<file path="config.mk">
export PLATFORM = sky130hd
export DESIGN_NAME = number_to_radix_string
export DESIGN_NICKNAME = d
export VERILOG_FILES = /design/src/hdl/nrs_pkg.sv /design/src/hdl/number_to_radix_string.sv /design/src/hdl/nrs_front.sv /design/src/hdl/nrs_jobq.sv /design/src/hdl/nrs_back.sv
export SDC_FILE = /design/constraint.sdc
export NUM_CORES = 1
export LEC_CHECK = 0
export BUFFER_PORTS_ARGS = -buffer_cell sky130_fd_sc_hd__clkbuf_2
export CAP_MARGIN = 30
export CORE_MARGIN = 2
export CORE_UTILIZATION = 60
export CTS_BUF_LIST = sky130_fd_sc_hd__clkbuf_8
export CTS_CLUSTER_SIZE = 30
export DETAILED_ROUTE_END_ITERATION = 6
export PLACE_DENSITY = 0.78
export SYNTH_ARGS = -nofsm -noshare
export SYNTH_HDL_FRONTEND = slang
export SYNTH_SLANG_ARGS = --single-unit
export TNS_END_PERCENT = 10
</file>
<file path="constraint.sdc">
create_clock -name clk -period 41.3 [get_ports clk]
set_input_delay 8.26 -clock clk [delete_from_list [all_inputs] [get_ports clk]]
set_output_delay 8.26 -clock clk [all_outputs]
set_load 0.02 [all_outputs]
</file>
<file path="src/hdl/nrs_pkg.sv">
// Package for the radix string converter: shared widths, ASCII codes,
// the job record passed from front to back, the back-end state type.
// No dependencies.
package nrs_pkg;

	localparam int RADIX_W   = 5;
	localparam int DIGIT_W   = 4;
	localparam int CHAR_W    = 8;
	// job record fields are sized for the largest supported Q format
	localparam int IP_W      = 32;
	localparam int FR_W      = 32;
	localparam int DEC_BASE  = 10;

	localparam logic [RADIX_W-1:0] RADIX_MIN = 5'd2;
	localparam logic [RADIX_W-1:0] RADIX_MAX = 5'd16;

	localparam logic [CHAR_W-1:0] CH_ZERO  = 8'h30;
	localparam logic [CHAR_W-1:0] CH_A     = 8'h41;
	localparam logic [CHAR_W-1:0] CH_DOT   = 8'h2E;
	localparam logic [CHAR_W-1:0] CH_MINUS = 8'h2D;

	typedef struct packed {
		logic               neg;
		logic               zero;
		logic [IP_W-1:0]    ip;
		logic [FR_W-1:0]    fr;
		logic [RADIX_W-1:0] radix;
	} job_t;

	typedef enum logic [2:0] {
		ST_IDLE,
		ST_ZERO,
		ST_SIGN,
		ST_IZERO,
		ST_DIV,
		ST_IOUT,
		ST_DOT,
		ST_FRAC
	} state_t;

	function automatic logic [CHAR_W-1:0] digit_char(input logic [DIGIT_W-1:0] d);
		logic [CHAR_W-1:0] c;
		if (d < DIGIT_W'(DEC_BASE)) begin
			c = CH_ZERO + CHAR_W'(d);
		end else begin
			c = CH_A + CHAR_W'(d - DIGIT_W'(DEC_BASE));
		end
		return c;
	endfunction

endpackage

</file>
<file path="src/hdl/number_to_radix_string.sv">
// Radix string converter top: Q(INT_BITS).(FRAC_BITS) value + radix in, ASCII out.
// A pushed job passes through the job queue and the back-end state machine; every character,
// sign and lone '0' included, is registered in the output register. Integer digits are all found
// by chunked long division before the first is emitted; the queue takes new jobs while the
// back end still converts, and a low pop stalls the output; the pace is set by nrs_back.
// Reset: arst_n clears the job queue, back-end state and output valid; no pending beats.
module number_to_radix_string #(
	parameter int INT_BITS        = 32,
	parameter int FRAC_BITS       = 32,
	parameter int MAX_FRAC_DIGITS = 12
) (
	input  logic                         clk,
	input  logic                         arst_n,
	input  logic                         push,
	output logic                         full,
	input  logic signed [63:0]           value,
	input  logic [nrs_pkg::RADIX_W-1:0]  radix,
	output logic                         empty,
	input  logic                         pop,
	output logic [nrs_pkg::CHAR_W-1:0]   ascii_char,
	output logic                         last
);

	nrs_pkg::job_t front_job;
	nrs_pkg::job_t q_job;
	logic          job_valid;
	logic          job_take;

	nrs_front #(
		.INT_BITS  (INT_BITS),
		.FRAC_BITS (FRAC_BITS)
	) u_front (
		.value (value),
		.radix (radix),
		.job   (front_job)
	);

	nrs_jobq u_jobq (
		.clk      (clk),
		.arst_n   (arst_n),
		.wr_en    (push),
		.wr_job   (front_job),
		.full     (full),
		.rd_valid (job_valid),
		.rd_job   (q_job),
		.rd_en    (job_take)
	);

	nrs_back #(
		.INT_BITS        (INT_BITS),
		.FRAC_BITS       (FRAC_BITS),
		.MAX_FRAC_DIGITS (MAX_FRAC_DIGITS)
	) u_back (
		.clk        (clk),
		.arst_n     (arst_n),
		.job_valid  (job_valid),
		.job        (q_job),
		.job_take   (job_take),
		.ascii_char (ascii_char),
		.last       (last),
		.empty      (empty),
		.pop        (pop)
	);

	// back end only dequeues a job the queue holds
	a_take_valid: assert property (@(posedge clk) disable iff (!arst_n)
		job_take |-> job_valid)
		else $error("job dequeued from empty queue");

	// a full queue always offers a job to the back end
	a_full_valid: assert property (@(posedge clk) disable iff (!arst_n)
		full |-> job_valid)
		else $error("queue full but no job offered");

	// a string never ends on a sign or a radix point
	a_last_char: assert property (@(posedge clk) disable iff (!arst_n)
		(!empty && last) |->
		(ascii_char != nrs_pkg::CH_MINUS && ascii_char != nrs_pkg::CH_DOT))
		else $error("string ends on sign or point");

endmodule

</file>
<file path="src/hdl/nrs_front.sv">
// Front end: sign split, magnitude, integer/fraction split, radix clamp.
// Produces one nrs_pkg::job_t per input beat. Depends on nrs_pkg.
module nrs_front #(
	parameter int INT_BITS  = 32,
	parameter int FRAC_BITS = 32
) (
	input  logic signed [63:0]                value,
	input  logic [nrs_pkg::RADIX_W-1:0]       radix,
	output nrs_pkg::job_t                     job
);

	localparam int TOTAL = INT_BITS + FRAC_BITS;

	logic [TOTAL-1:0] raw;
	logic [TOTAL-1:0] mag;
	logic             neg;

	assign raw = value[TOTAL-1:0];
	assign neg = raw[TOTAL-1];
	// most negative value negates to itself, which is the exact magnitude
	assign mag = neg ? (~raw + TOTAL'(1)) : raw;

	always_comb begin
		job.neg  = neg;
		job.zero = (raw == '0);
		job.ip   = nrs_pkg::IP_W'(mag[TOTAL-1:FRAC_BITS]);
		job.fr   = nrs_pkg::FR_W'(mag[FRAC_BITS-1:0]);
		if (radix < nrs_pkg::RADIX_MIN) begin
			job.radix = nrs_pkg::RADIX_MIN;
		end else if (radix > nrs_pkg::RADIX_MAX) begin
			job.radix = nrs_pkg::RADIX_MAX;
		end else begin
			job.radix = radix;
		end
	end

endmodule

</file>
<file path="src/hdl/nrs_jobq.sv">
// Two-entry job queue between front and back end.
// Depends on nrs_pkg (job_t).
module nrs_jobq (
	input  logic          clk,
	input  logic          arst_n,
	input  logic          wr_en,
	input  nrs_pkg::job_t wr_job,
	output logic          full,
	output logic          rd_valid,
	output nrs_pkg::job_t rd_job,
	input  logic          rd_en
);

	nrs_pkg::job_t mem_q [2];
	logic          wr_ptr_q;
	logic          rd_ptr_q;
	logic [1:0]    count_q;
	logic          do_wr;
	logic          do_rd;

	assign full     = (count_q == 2'd2);
	assign rd_valid = (count_q != 2'd0);
	assign rd_job   = mem_q[rd_ptr_q];
	assign do_wr    = wr_en && !full;
	assign do_rd    = rd_en && rd_valid;

	always_ff @(posedge clk or negedge arst_n) begin
		if (!arst_n) begin
			wr_ptr_q <= 1'b0;
			rd_ptr_q <= 1'b0;
			count_q  <= 2'd0;
		end else begin
			if (do_wr) wr_ptr_q <= ~wr_ptr_q;
			if (do_rd) rd_ptr_q <= ~rd_ptr_q;
			case ({do_wr, do_rd})
				2'b10:   count_q <= count_q + 2'd1;
				2'b01:   count_q <= count_q - 2'd1;
				default: count_q <= count_q;
			endcase
		end
	end

	always_ff @(posedge clk) begin
		if (do_wr) mem_q[wr_ptr_q] <= wr_job;
	end

endmodule

</file>
<file path="src/hdl/nrs_back.sv">
// Back end: digit engine. Integer digits by iterated long division by the
// radix (8 quotient bits per cycle), pushed on a digit stack and emitted
// MSB first; fraction digits by one multiply per digit. Depends on nrs_pkg.
module nrs_back #(
	parameter int INT_BITS        = 32,
	parameter int FRAC_BITS       = 32,
	parameter int MAX_FRAC_DIGITS = 12
) (
	input  logic                           clk,
	input  logic                           arst_n,
	input  logic                           job_valid,
	input  nrs_pkg::job_t                  job,
	output logic                           job_take,
	output logic [nrs_pkg::CHAR_W-1:0]     ascii_char,
	output logic                           last,
	output logic                           empty,
	input  logic                           pop
);

	localparam int DIV_STEPS = 8;
	localparam int CHUNKS    = (INT_BITS + DIV_STEPS - 1) / DIV_STEPS;
	localparam int DW        = CHUNKS * DIV_STEPS;
	localparam int CNT_W     = $clog2(CHUNKS) + 1;
	localparam int SP_W      = $clog2(INT_BITS + 1);
	localparam int IDX_W     = $clog2(INT_BITS);
	localparam int K_W       = $clog2(MAX_FRAC_DIGITS + 1);
	localparam int RW        = nrs_pkg::RADIX_W;
	localparam int DGW       = nrs_pkg::DIGIT_W;
	localparam int PW        = FRAC_BITS + RW;
	localparam logic [CNT_W-1:0] CNT_LAST = CNT_W'(CHUNKS - 1);
	localparam logic [K_W-1:0]   K_LAST   = K_W'(MAX_FRAC_DIGITS - 1);

	nrs_pkg::state_t state_q, state_d;

	logic [DW-1:0]        d_q;
	logic [DGW-1:0]       rem_q;
	logic [CNT_W-1:0]     cnt_q;
	logic [FRAC_BITS-1:0] fr_q;
	logic [RW-1:0]        radix_q;
	logic [SP_W-1:0]      sp_q;
	logic [K_W-1:0]       k_q;
	logic [DGW-1:0]       stack_q [INT_BITS];

	logic                       oval_q;
	logic [nrs_pkg::CHAR_W-1:0] char_q;
	logic                       last_q;

	logic                       out_rdy;
	logic                       emit;
	logic [nrs_pkg::CHAR_W-1:0] emit_char;
	logic                       emit_last;

	logic [DW-1:0]   q_w;
	logic [DGW:0]    t_w;
	logic [DGW-1:0]  r_w;
	logic            quot_zero;
	logic [SP_W-1:0] sp_m1;
	logic [IDX_W-1:0] top_idx;

	logic [PW-1:0]        prod;
	logic [DGW-1:0]       fdig;
	logic [FRAC_BITS-1:0] fr_nx;

	assign out_rdy = !oval_q || pop;

	// one chunk of restoring division; remainder stays below radix
	always_comb begin
		q_w = d_q;
		r_w = rem_q;
		t_w = '0;
		for (int i = 0; i < DIV_STEPS; i++) begin
			t_w = {r_w, q_w[DW-1]};
			q_w = {q_w[DW-2:0], 1'b0};
			if (t_w >= radix_q) begin
				r_w    = DGW'(t_w - radix_q);
				q_w[0] = 1'b1;
			end else begin
				r_w = t_w[DGW-1:0];
			end
		end
	end

	assign quot_zero = (q_w == '0);
	assign sp_m1     = sp_q - SP_W'(1);
	assign top_idx   = sp_m1[IDX_W-1:0];

	assign prod  = PW'(fr_q) * PW'(radix_q);
	assign fdig  = prod[FRAC_BITS+DGW-1:FRAC_BITS];
	assign fr_nx = prod[FRAC_BITS-1:0];

	always_ff @(posedge clk or negedge arst_n) begin
		if (!arst_n) begin
			state_q <= nrs_pkg::ST_IDLE;
		end else begin
			state_q <= state_d;
		end
	end

	always_comb begin
		state_d   = state_q;
		emit      = 1'b0;
		emit_char = nrs_pkg::CH_ZERO;
		emit_last = 1'b0;
		job_take  = 1'b0;
		case (state_q)
			nrs_pkg::ST_IDLE: begin
				if (job_valid) begin
					job_take = 1'b1;
					if (job.zero) begin
						state_d = nrs_pkg::ST_ZERO;
					end else if (job.neg) begin
						state_d = nrs_pkg::ST_SIGN;
					end else if (job.ip[INT_BITS-1:0] == '0) begin
						state_d = nrs_pkg::ST_IZERO;
					end else begin
						state_d = nrs_pkg::ST_DIV;
					end
				end
			end
			nrs_pkg::ST_ZERO: begin
				emit      = 1'b1;
				emit_last = 1'b1;
				if (out_rdy) state_d = nrs_pkg::ST_IDLE;
			end
			nrs_pkg::ST_SIGN: begin
				emit      = 1'b1;
				emit_char = nrs_pkg::CH_MINUS;
				if (out_rdy) begin
					state_d = (d_q == '0) ? nrs_pkg::ST_IZERO : nrs_pkg::ST_DIV;
				end
			end
			nrs_pkg::ST_IZERO: begin
				emit      = 1'b1;
				emit_last = (fr_q == '0);
				if (out_rdy) begin
					state_d = (fr_q == '0) ? nrs_pkg::ST_IDLE : nrs_pkg::ST_DOT;
				end
			end
			nrs_pkg::ST_DIV: begin
				if (cnt_q == CNT_LAST && quot_zero) state_d = nrs_pkg::ST_IOUT;
			end
			nrs_pkg::ST_IOUT: begin
				emit      = 1'b1;
				emit_char = nrs_pkg::digit_char(stack_q[top_idx]);
				emit_last = (sp_q == SP_W'(1)) && (fr_q == '0);
				if (out_rdy && sp_q == SP_W'(1)) begin
					state_d = (fr_q == '0) ? nrs_pkg::ST_IDLE : nrs_pkg::ST_DOT;
				end
			end
			nrs_pkg::ST_DOT: begin
				emit      = 1'b1;
				emit_char = nrs_pkg::CH_DOT;
				if (out_rdy) state_d = nrs_pkg::ST_FRAC;
			end
			nrs_pkg::ST_FRAC: begin
				emit      = 1'b1;
				emit_char = nrs_pkg::digit_char(fdig);
				emit_last = (fr_nx == '0) || (k_q == K_LAST);
				if (out_rdy && emit_last) state_d = nrs_pkg::ST_IDLE;
			end
			default: begin
				state_d = nrs_pkg::ST_IDLE;
			end
		endcase
	end

	always_ff @(posedge clk) begin
		case (state_q)
			nrs_pkg::ST_IDLE: begin
				if (job_valid) begin
					d_q     <= DW'(job.ip[INT_BITS-1:0]);
					rem_q   <= '0;
					cnt_q   <= '0;
					fr_q    <= job.fr[FRAC_BITS-1:0];
					radix_q <= job.radix;
					sp_q    <= '0;
					k_q     <= '0;
				end
			end
			nrs_pkg::ST_DIV: begin
				d_q <= q_w;
				if (cnt_q == CNT_LAST) begin
					stack_q[sp_q[IDX_W-1:0]] <= r_w;
					sp_q  <= sp_q + SP_W'(1);
					cnt_q <= '0;
					rem_q <= '0;
				end else begin
					cnt_q <= cnt_q + CNT_W'(1);
					rem_q <= r_w;
				end
			end
			nrs_pkg::ST_IOUT: begin
				if (out_rdy) sp_q <= sp_m1;
			end
			nrs_pkg::ST_FRAC: begin
				if (out_rdy) begin
					fr_q <= fr_nx;
					k_q  <= k_q + K_W'(1);
				end
			end
			default: begin
			end
		endcase
	end

	// output register: one result beat held until popped
	always_ff @(posedge clk or negedge arst_n) begin
		if (!arst_n) begin
			oval_q <= 1'b0;
		end else if (emit && out_rdy) begin
			oval_q <= 1'b1;
		end else if (pop) begin
			oval_q <= 1'b0;
		end
	end

	always_ff @(posedge clk) begin
		if (emit && out_rdy) begin
			char_q <= emit_char;
			last_q <= emit_last;
		end
	end

	assign ascii_char = char_q;
	assign last       = last_q;
	assign empty      = !oval_q;

endmodule

</file>
# After elaboration in Yosys (flattened, before gate mapping)
# Memory sizes are Yosys's and may differ from the RTL's.
# Cells that the tools add are included.
[totals]
reg_bits = 103
mem_bits_rw = 270
input_bits = 73
elab_cells = 172
mem_count = 2
[mem_list]
columns = ["name", "depth", "word_bits", "rd", "rd_ports_with_merged_regs", "write_ports", "line", "source"]
rows = [
  ["u_jobq.mem_q", 2, 71, 1, 0, 1, "nrs_jobq.sv:14", "nrs_pkg::job_t mem_q [2];"],
  ["u_back.stack_q", 32, 4, 1, 0, 1, "nrs_back.sv:42", "logic [DGW-1:0] stack_q [INT_BITS];"],
]
[op_classes]
n_addsub = 21
multipliers = 1
order_cmp = 12
n_eq_ne = 24
mux = 65
bitwise = 3
n_reduce_logical = 30
[ops]
columns = ["operator", "n"]
rows = [
  ["$logic_not 32->1", 5],
  ["$pmux 32 s2", 2],
  ["$mux 32", 3],
  ["$add 64x1->64 const B", 1],
  ["$logic_not 64->1", 1],
  ["$mux 64", 1],
  ["$not 64->64", 1],
  ["$mux 3", 15],
  ["$mux 4", 11],
  ["$ge 5x5->1", 8],
  ["$mul 32x5->36", 1],
  ["$pmux 8 s4", 1],
  ["$sub 4x4->4", 8],
  ["$pmux 3 s8", 1],
  ["$ne 2x1->1 const B", 10],
  ["$mux 1", 18],
  ["$mux 6", 3],
  ["$pmux 6 s3", 1],
  ["$add 7x8->8 const A", 2],
  ["$mux 8", 2],
  ["$pmux 4 s2", 2],
  ["$add 6x4->7 const A", 2],
  ["$eq 3x3->1 const B", 4],
  ["$mux 5", 2],
  ["other kinds (32)", 51],
]

# Longest topological paths before layout
# Gate-level depths: netlist of the first run.
[logic_depth]
ltp_word = 20
depth_mapped = 77

# Cells and area by module
# A second synthesis of the first run with hierarchy kept.
[hier_totals]
hier_cells = 2076
hier_area_um2 = 24350.9
[modules_own_cells]
columns = ["module", "instances", "cells_each", "area_each_um2", "seq_area_each_um2"]
rows = [
  ["nrs_back", 1, 1622, 17108.9, 6766.5],
  ["nrs_jobq", 1, 239, 5611.6, 4364.2],
  ["nrs_front", 1, 215, 1630.3, 0.0],
]

# Least setup slack after synthesis of the first run
# OpenSTA, ideal clock, no wires.
[synth_path]
path_kind = "reg2reg"
start = "register u_back.radix_q[1]"
end = "memory u_back.stack_q[0][2] (netlist name), data pin"
arrival_time_ns = 13.949
t_required_ns = 40.839
path_slack_ns = 26.890
path_stages_with_launch = 71
synth_period_minus_slack_ns = 14.410
cell_sequence = "edfxtp_1 -> clkbuf_1 -> inv_1 -> ha_1 -> nor2b_1 -> o21ai_1 -> nand3b_1 -> a21o_1 -> a21o_1 -> clkbuf_1 -> o21ai_0 -> inv_1 -> ha_1 -> nor2b_1 -> o21ai_0 -> nand2b_1 -> o21a_1 -> o21ai_0 -> (+35 left out) -> a21o_1 -> a21o_1 -> o21ai_0 -> inv_1 -> ha_1 -> nor2b_1 -> o21ai_0 -> nand3b_1 -> a21o_1 -> a21o_1 -> a21oi_1 -> ha_1 -> a21o_1 -> a21o_1 -> o21a_1 -> o21ai_0 -> nand2_1 -> o21ai_0"
[synth_between]
elab_chain_len = 16
word_cells_on_any_way = 24
classes_between = "add/sub (8); order compare (8); mux (8)"
[synth_lines]
columns = ["item", "line", "source"]
rows = [
  ["start, declared", "nrs_back.sv:39", "logic [RW-1:0] radix_q;"],
  ["start signal, assigned", "nrs_back.sv:175", "radix_q <= job.radix;"],
  ["$sub 4x4->4 / $ge 5x5->1 (equally long branches)", "nrs_back.sv:75, nrs_back.sv:74", ""],
  ["$mux 4", "nrs_back.sv:74", "if (t_w >= radix_q) begin"],
  ["$sub 4x4->4 / $ge 5x5->1 (equally long branches)", "nrs_back.sv:75, nrs_back.sv:74", ""],
  ["$mux 4", "nrs_back.sv:74", ""],
  ["$sub 4x4->4 / $ge 5x5->1 (equally long branches)", "nrs_back.sv:75, nrs_back.sv:74", ""],
  ["$mux 4", "nrs_back.sv:74", ""],
  ["$ge 5x5->1 / $sub 4x4->4 (equally long branches)", "nrs_back.sv:74, nrs_back.sv:75", ""],
  ["$mux 4", "nrs_back.sv:74", ""],
  ["$sub 4x4->4 / $ge 5x5->1 (equally long branches)", "nrs_back.sv:75, nrs_back.sv:74", ""],
  ["$mux 4", "nrs_back.sv:74", ""],
  ["$sub 4x4->4 / $ge 5x5->1 (equally long branches)", "nrs_back.sv:75, nrs_back.sv:74", ""],
  ["$mux 4", "nrs_back.sv:74", ""],
  ["$ge 5x5->1 / $sub 4x4->4 (equally long branches)", "nrs_back.sv:74, nrs_back.sv:75", ""],
  ["$mux 4", "nrs_back.sv:74", ""],
  ["$sub 4x4->4 / $ge 5x5->1 (equally long branches)", "nrs_back.sv:75, nrs_back.sv:74", ""],
  ["$mux 4 *", "nrs_back.sv:74", ""],
  ["named net u_back.r_w[2]", "nrs_back.sv:55", "logic [DGW-1:0] r_w;"],
  ["end, declared", "nrs_back.sv:42", ""],
]
# The timed path passes the listed nets; every way through them passes the cells marked *.

# Worst setup path in the final report of the first run
[layout_path]
start = "register u_back.radix_q[2]"
end = "register u_back.state_q[1]"
[layout_between]
elab_chain_len = 20
word_cells_on_any_way = 39
classes_between = "add/sub (7); mul (1); order compare (8); eq/ne (2); mux (15); reduce/logical (6)"
[layout_lines]
columns = ["item", "line", "source"]
rows = [
  ["$sub 4x4->4 / $ge 5x5->1 (equally long branches)", "nrs_back.sv:75, nrs_back.sv:74", ""],
  ["$mux 4", "nrs_back.sv:74", ""],
  ["$sub 4x4->4 / $ge 5x5->1 (equally long branches)", "nrs_back.sv:75, nrs_back.sv:74", ""],
  ["$mux 4", "nrs_back.sv:74", ""],
  ["$ge 5x5->1 / $sub 4x4->4 (equally long branches)", "nrs_back.sv:74, nrs_back.sv:75", ""],
  ["$mux 4", "nrs_back.sv:74", ""],
  ["$sub 4x4->4 / $ge 5x5->1 (equally long branches)", "nrs_back.sv:75, nrs_back.sv:74", ""],
  ["$mux 4", "nrs_back.sv:74", ""],
  ["(+4 left out)", "--", ""],
  ["$ge 5x5->1 / $sub 4x4->4 (equally long branches)", "nrs_back.sv:74, nrs_back.sv:75", ""],
  ["$mux 4", "nrs_back.sv:74", ""],
  ["$ge 5x5->1", "nrs_back.sv:74", ""],
  ["$mux 1", "nrs_back.sv:74", ""],
  ["$logic_not 32->1", "nrs_back.sv:83", "assign quot_zero = (q_w == '0);"],
  ["$logic_and 1x1->1", "nrs_back.sv:140", "if (cnt_q == CNT_LAST && quot_zero) state_d = nrs_pkg::ST_IOUT;"],
  ["$ne 2x1->1 (no line)", "--", ""],
  ["$reduce_and 8->1 (no line) *", "--", ""],
  ["end signal, assigned", "nrs_back.sv:93", "state_q <= nrs_pkg::ST_IDLE;"],
  ["end signal, assigned", "nrs_back.sv:95", "state_q <= state_d;"],
  ["end, declared", "nrs_back.sv:33", "nrs_pkg::state_t state_q, state_d;"],
]
# Mark *: on every way between the ends. The rest lies on a longest branch, timed or not.
# A chain may end at the register's enable or synchronous reset.

==> impl_results.md, run 1 <==
* Most frequent cells in the layout: edfxtp_1 (364), nand2_1 (221), inv_1 (124)
* Synthesis warning total at 0
* CTS sink count at 372
* Number of global-route vias before repair at 15673
* Tot GR Track Use at 25.8%
* Post-synthesis sequential area ratio at 48.1%
* Ys flop type: edfxtp_1
* Final setup TNS at 0 ns
* Final Non-Filler Cells at 2589
* Syn Nets at 2231
* First-pass GRT wire length at 82600 um
* Crit path arrival time at 16.15 ns
* Highest Clock Rate at 64.2 MHz
* Antenna diodes at 0
* Netlist Area Pre-Place at 23100 um2
* Root buffer cell: clkbuf_8
* Register bit total from synthesis at 372
* TritonRoute pass-1 iters at 6
* Ports at 84
* RSZ-0062 raised after global routing: no
* WS Path Type: reg -> reg
* Routed vias/inst at 6.06
* DRT Wirelength at 51400 um
* Crit path max fanout at 33
* Fin. Hold Viols at 0
* TritonCTS clock tree: built
* GR peak layer: met2
* HP Class: reg -> reg
* DR vias at 15701
* Final Critical Period at 15.57 ns
* Worst slew pin tran at 1.07 ns
* # DRC at 0
* Initial core utilization at 61.1%
* WL per Instance at 19.8 um
* H-tree levels at 2
* Synthesized area per cell at 11.8 um2
* Number of synthesized flops with an enable pin at 364
* Setup bufs post-CTS at 0
* Skew final at 0.0330 ns
* Post-CTS Resized at 0
* GP Congestion at 0.970
* CP dominant cell by count: a21o_1
* Worst path required time at 41.88 ns
* Die ar. at 40100 um2
* Ys async rst share at 2.15%
* GRT overflow at 0
* Clock tree buffer depth at 3
* Post-Synthesis Cells at 1959
* Critical path launch point type: flip-flop
* Most common cell after layout, fill and taps aside: edfxtp_1
* Fillers at 2801
* DIE WIDTH at 200 um
* CP Capture Type: flip-flop
* Pin count of the biggest net entering global routing at 75
* CTS Buf Count at 57
* Initial antenna violation count at 1
* Met3 Use GR at 4.90%
* HPWL after detailed placement at 38000 um
* Initial DRC count at 1539
* CTS Hold Buffers Added at 0
* Share of cells above drive strength 1 at 12.7%
* Status: completed
* Dpl cells at 2484
* Max_cap viols at 0
* Final Slew Violations at 0
* CORE AREA at 37800 um2
* Site Rows at 71
* Slowest-stage cell, CP: edfxtp_1
* Fin nets at 2307
* Critical path's top delay family: compound AO/OA/AOI/OAI gates
* # port buffers at 82
* Max incr delay on CP at 1.06 ns
* Clk pin slew, worst setup/hold paths at 0.06 ns
* Routing usage on met1 at 36.0%
* Y dimension of the die at 200 um
* Period utilisation layout at 37.7%
* WP buf/inv at 7
* Met2 Use GR at 41.8%
* Yosys cell types at 78
* Layout area overhead at 8.82%
* Antenna Violating Nets Remaining at 0
* Slew headroom at 28.4%
* Final setup fails at 0
* Clk_lat worst skew at 0.68 ns
logic make-up after synthesis:
group | synth area share, %
AND/OR/NAND/NOR | 13.6
flip-flops | 48.1
AO/OA/AOI/OAI | 8.42
adder cells (fa/ha/maj) | 13.9
buffers and inverters | 3.09
multiplexers | 8.13
XOR/XNOR | 4.69
other | 0.0162
metrics by stage:
stage / instance area [um2] / hold WS [ns] / util (%) / worst slack, ns
after floorplan: 23100 / 0.461 / - / 26.89
after global placement: 24000 / 0.482 / 63.4 / 26.56
after detailed placement: 24100 / 0.491 / 63.6 / 25.81
after CTS: 25100 / 0.499 / 66.4 / 25.71
after global routing: 25200 / 0.532 / 66.5 / 24.75
final: 25200 / 0.496 / 66.5 / 25.73
sequential cells by signal (all words and copies together), names as in the netlist:
name and flops:
u_back.last 1, u_jobq.wr_ptr_q 1, u_jobq.mem_q 142, u_back.cnt_q 3, u_back.radix_q 5, u_jobq.count_q 2
u_jobq.rd_ptr_q 1, u_back.state_q 3, u_back.sp_q 6, u_back.stack_q 128, u_back.k_q 4, u_back.d_q 32
u_back.rem_q 4, u_back.ascii_char 7, u_back.fr_q 32, u_back.oval_q 1
synth_stat cells, types with 29 or more instances:
cell	instances	area, um2
nor4_1	39	244
edfxtp_1	364	10900
clkbuf_1	72	270
nand3_1	29	145
mux4_2	40	901
xnor2_1	104	911
nand2_1	221	830
a21oi_1	66	330
nor2_1	112	420
ha_1	102	1280
o21ai_0	112	561
and2_1	78	488
inv_1	104	390
mux2i_1	72	721
fa_1	97	1940
worst reg2reg max path: cells and delay by family, from the launching register on:
kind / cells / cell delay, ns
compound gates: 32 / 7.29
mux: 3 / 1.07
simple gates: 18 / 2.75
fa+ha+maj: 8 / 2.38
buf+inv: 7 / 0.96
flops: 1 / 1.06
layout make-up:
type / count / area (um2) / share of cell area (%)
Inverter: 104 / 390 / 1.55
Clock buffer: 58 / 798 / 3.17
Clock inverter: 44 / 258 / 1.02
Tap cell: 511 / 639 / 2.54
Timing Repair Buffer: 102 / 621 / 2.47
Sequential cell: 372 / 11100 / 44.2
Multi-Input combinational cell: 1398 / 11300 / 45.0
worst paths after layout:
kind,startpoint,to,slack (ns),depth (start not counted)
setup / recovery,u_back.radix_q[2],u_back.state_q[1],25.73,68
hold / removal,u_jobq.count_q[1],u_jobq.count_q[1],0.50,1
setup reg to reg,u_back.radix_q[2],u_back.state_q[1],25.73,68
hold reg to reg,u_jobq.count_q[1],u_jobq.count_q[1],0.50,1
max in group asynchronous,arst_n,u_jobq.rd_ptr_q,33.59,1
min in group asynchronous,arst_n,u_back.oval_q,7.46,1
routing by layer:
layer  share of wire (%)  vias up
met5                   0        -
met4                 2.3        0
met3                 7.0       80
met2                  48      590
met1                  43     7719
li1                    -     7312
Power of run 1 is not shown: default switching activity piles up to over one toggle a cycle in this logic, so the estimate is an artifact.
==> run 2: changes to the inputs <==
--- a/config.mk
+++ b/config.mk
@@ -8,11 +8,11 @@
 export BUFFER_PORTS_ARGS = -buffer_cell sky130_fd_sc_hd__clkbuf_2
 export CAP_MARGIN = 30
 export CORE_MARGIN = 2
-export CORE_UTILIZATION = 60
+export CORE_UTILIZATION = 59
 export CTS_BUF_LIST = sky130_fd_sc_hd__clkbuf_8
 export CTS_CLUSTER_SIZE = 30
 export DETAILED_ROUTE_END_ITERATION = 6
-export PLACE_DENSITY = 0.78
+export PLACE_DENSITY = 0.79
 export SYNTH_ARGS = -nofsm -noshare
 export SYNTH_HDL_FRONTEND = slang
 export SYNTH_SLANG_ARGS = --single-unit
==> constraint.sdc (replaced) <==
create_clock -name clk -period 12.7 [get_ports clk]
set_input_delay 2.54 -clock clk [delete_from_list [all_inputs] [get_ports clk]]
set_output_delay 2.54 -clock clk [all_outputs]
set_load 0.02 [all_outputs]
==> run 2 against run 1 <==
Net effect: clock skew decreased by 0.0017 ns; die area increased by 1.7%; hold slack better by 0.011 ns; critical path type unchanged.
==> impl_results.md, run 2 (same netlist as run 1, synthesis figures left out) <==
* Initial antenna violation count at 1 (unchanged)
* Final setup TNS at 0 ns (unchanged)
* CTS Buf Count at 59 (+3.5%)
* CTS sink count at 372 (unchanged)
* Max FFs per register at 142 (unchanged)
* H-tree levels at 2 (unchanged)
* Tot GR Track Use at 25.7% (-0.19 points)
* CP endpoint: u_back.state_q[0]
* First-pass GRT wire length at 83500 um (+1.0%)
* Skew final at 0.0313 ns (-0.00168 ns)
* Clk_lat worst skew at 0.68 ns (about the same)
* CP Capture Type: flip-flop
* Fin. Hold Viols at 0 (unchanged)
* Period utilisation layout at 96.7% (+59 points)
* Site Rows at 72 (+1.4%)
* Critical path launch point type: flip-flop
* CTS Hold Buffers Added at 0 (unchanged)
* Highest Clock Rate at 81.4 MHz (+27%)
* TritonRoute pass-1 iters at 7 (+1)
* # DRC at 0 (unchanged)
* CORE AREA at 38600 um2 (+2.1%)
* Share of cells above drive strength 1 at 15.6% (+2.9 points)
* HPWL after detailed placement at 36500 um (-3.9%)
* Clk pin slew, worst setup/hold paths at 0.06 ns (about the same)
* WS Path Type: reg -> reg
* Initial DRC count at 1270 (-17%)
* Max_cap viols at 0 (unchanged)
* Worst slew pin tran at 0.973 ns (-0.102 ns)
* Max incr delay on CP at 0.56 ns (-0.50 ns)
* Crit path arrival time at 12.87 ns (-3.28 ns)
* Slowest-stage cell, CP: or4_4
* Antenna Violating Nets Remaining at 0 (unchanged)
* Worst r2r src: u_back.radix_q[1]
* Ports at 84 (unchanged)
* Clock tree buffer depth at 3 (unchanged)
* TritonCTS clock tree: built
* Antenna diodes at 0 (unchanged)
* Most frequent cells in the layout: edfxtp_1 (364), nand2_1 (219), inv_1 (109)
* Initial core utilization at 59.9% (-1.3 points)
* Most common cell after layout, fill and taps aside: edfxtp_1
* DIE WIDTH at 202 um (+0.83%)
* WL per Instance at 19.5 um (-1.7%)
* Final Slew Violations at 0 (unchanged)
* HP Class: reg -> reg
* Final setup fails at 0 (unchanged)
* Y dimension of the die at 202 um (+0.83%)
* Status: completed
* Fillers at 2766 (-1.2%)
* FF-to-FF path depth at 69 (+1.5%)
* GP Congestion at 0.935 (-3.5%)
* DRT Wirelength at 51100 um (-0.50%)
* GRT overflow at 0 (unchanged)
* Routed vias/inst at 6.06 (about the same)
* DR vias at 15874 (+1.1%)
* # port buffers at 82 (unchanged)
* Pin count of the biggest net entering global routing at 75 (unchanged)
* Biggest register: u_jobq.mem_q
* Fin nets at 2330 (+1.0%)
* Final Util at 66.7% (+0.14 points)
* Slew headroom at 33.5% (+5.1 points)
* Crit path max fanout at 6 (-82%)
* CP startpoint: u_back.radix_q[1]
* CP dominant cell by count: ha_4
* FF-to-FF End: u_back.state_q[0]
* Root buffer cell: clkbuf_8
* Number of global-route vias before repair at 16173 (+3.2%)
* Worst R2R Setup Slack at 0.41 ns (-25.32 ns)
* Die ar. at 40800 um2 (+1.7%)
* Worst path required time at 13.28 ns (-28.60 ns)
* Layout area overhead at 11.4%
* Final Critical Period at 12.29 ns (-3.28 ns)
## run 2: cell count changes in the layout (fill, tap and decap cells not counted), moves of 5 or more
cell | before | now
o21ai_1 | 14 | 19
a21o_1 | 24 | 19
inv_1 | 124 | 109
o21ai_0 | 110 | 99
buf_4 | 15 | 38
ha_4 | 0 | 9
mux2_2 | 23 | 18
ha_1 | 102 | 93
mux2_4 | 0 | 5
bufinv_16 | 1 | 7
a21o_4 | 0 | 5
inv_2 | 0 | 6
## run 2: routing by layer
| metal | part of all wire, % | wire [um] | global-route usage, % | vias up |
|---|---|---|---|---|
| met5 | 0.014 | 7 | 0 | - |
| met4 | 2.5 | 1300 | 8.04 | 2 |
| met3 | 6.5 | 3330 | 4.24 | 106 |
| met2 | 49 | 25000 | 42.7 | 548 |
| met1 | 42 | 21400 | 34.8 | 7855 |
| li1 | - | - | - | 7363 |
## run 2: critical path, delay by kind of cell (launching register included)
kind                       cells  cell delay [ns]
muxes                          4             1.35
buffers and inverters          8             0.66
adders and majority gates      8             1.67
AOI/OAI and AO/OA             30             5.49
DFF                            1             0.39
and+or+nand+nor               19             2.63
## run 2: layout make-up
cell class	instances	area, um2	area share, %
clock inverter	46	413	1.60
multi-input combinational	1398	11600	45.1
inverter	104	394	1.53
timing repair buffer	123	747	2.90
tap	518	648	2.52
clock buffer	59	812	3.15
sequential	372	11100	43.2
## run 2: how the worst min path moves through the flow
| stage | start | to | slack, ns | cells past startpoint |
|---|---|---|---|---|
| floorplan | u_jobq.wr_ptr_q | u_jobq.wr_ptr_q | 0.46 | 1 |
| global placement | u_jobq.count_q[1] | u_jobq.count_q[1] | 0.48 | 1 |
| detailed placement | u_jobq.count_q[1] | u_jobq.count_q[1] | 0.50 | 1 |
| CTS | u_jobq.count_q[1] | u_jobq.count_q[1] | 0.51 | 1 |
| global route | u_jobq.count_q[1] | u_jobq.count_q[1] | 0.53 | 1 |
| finish | u_jobq.count_q[1] | u_jobq.count_q[1] | 0.51 | 1 |
## run 2: timing repair
action	in CTS	in global routing
hold endpoints to repair	0	0
gates resized for setup	9	38
setup buffers	4	13
endpoints found under the setup margin	136	136
pin swaps	3	38
## run 2: metrics by stage
step / hold slack, ns / instances / area (um2) / setup slack [ns]
global placement: 0.485 / 2496 / 24100 / 0.140
CTS: 0.514 / 2607 / 25500 / 0.0133
global route: 0.533 / 2620 / 25800 / -0.0717
finish: 0.507 / 2620 / 25800 / 0.414
floorplan: 0.461 / 1959 / 23200 / 0.0290
detailed placement: 0.504 / 2498 / 24200 / -0.643
Power of run 2 is left out for the same reason.
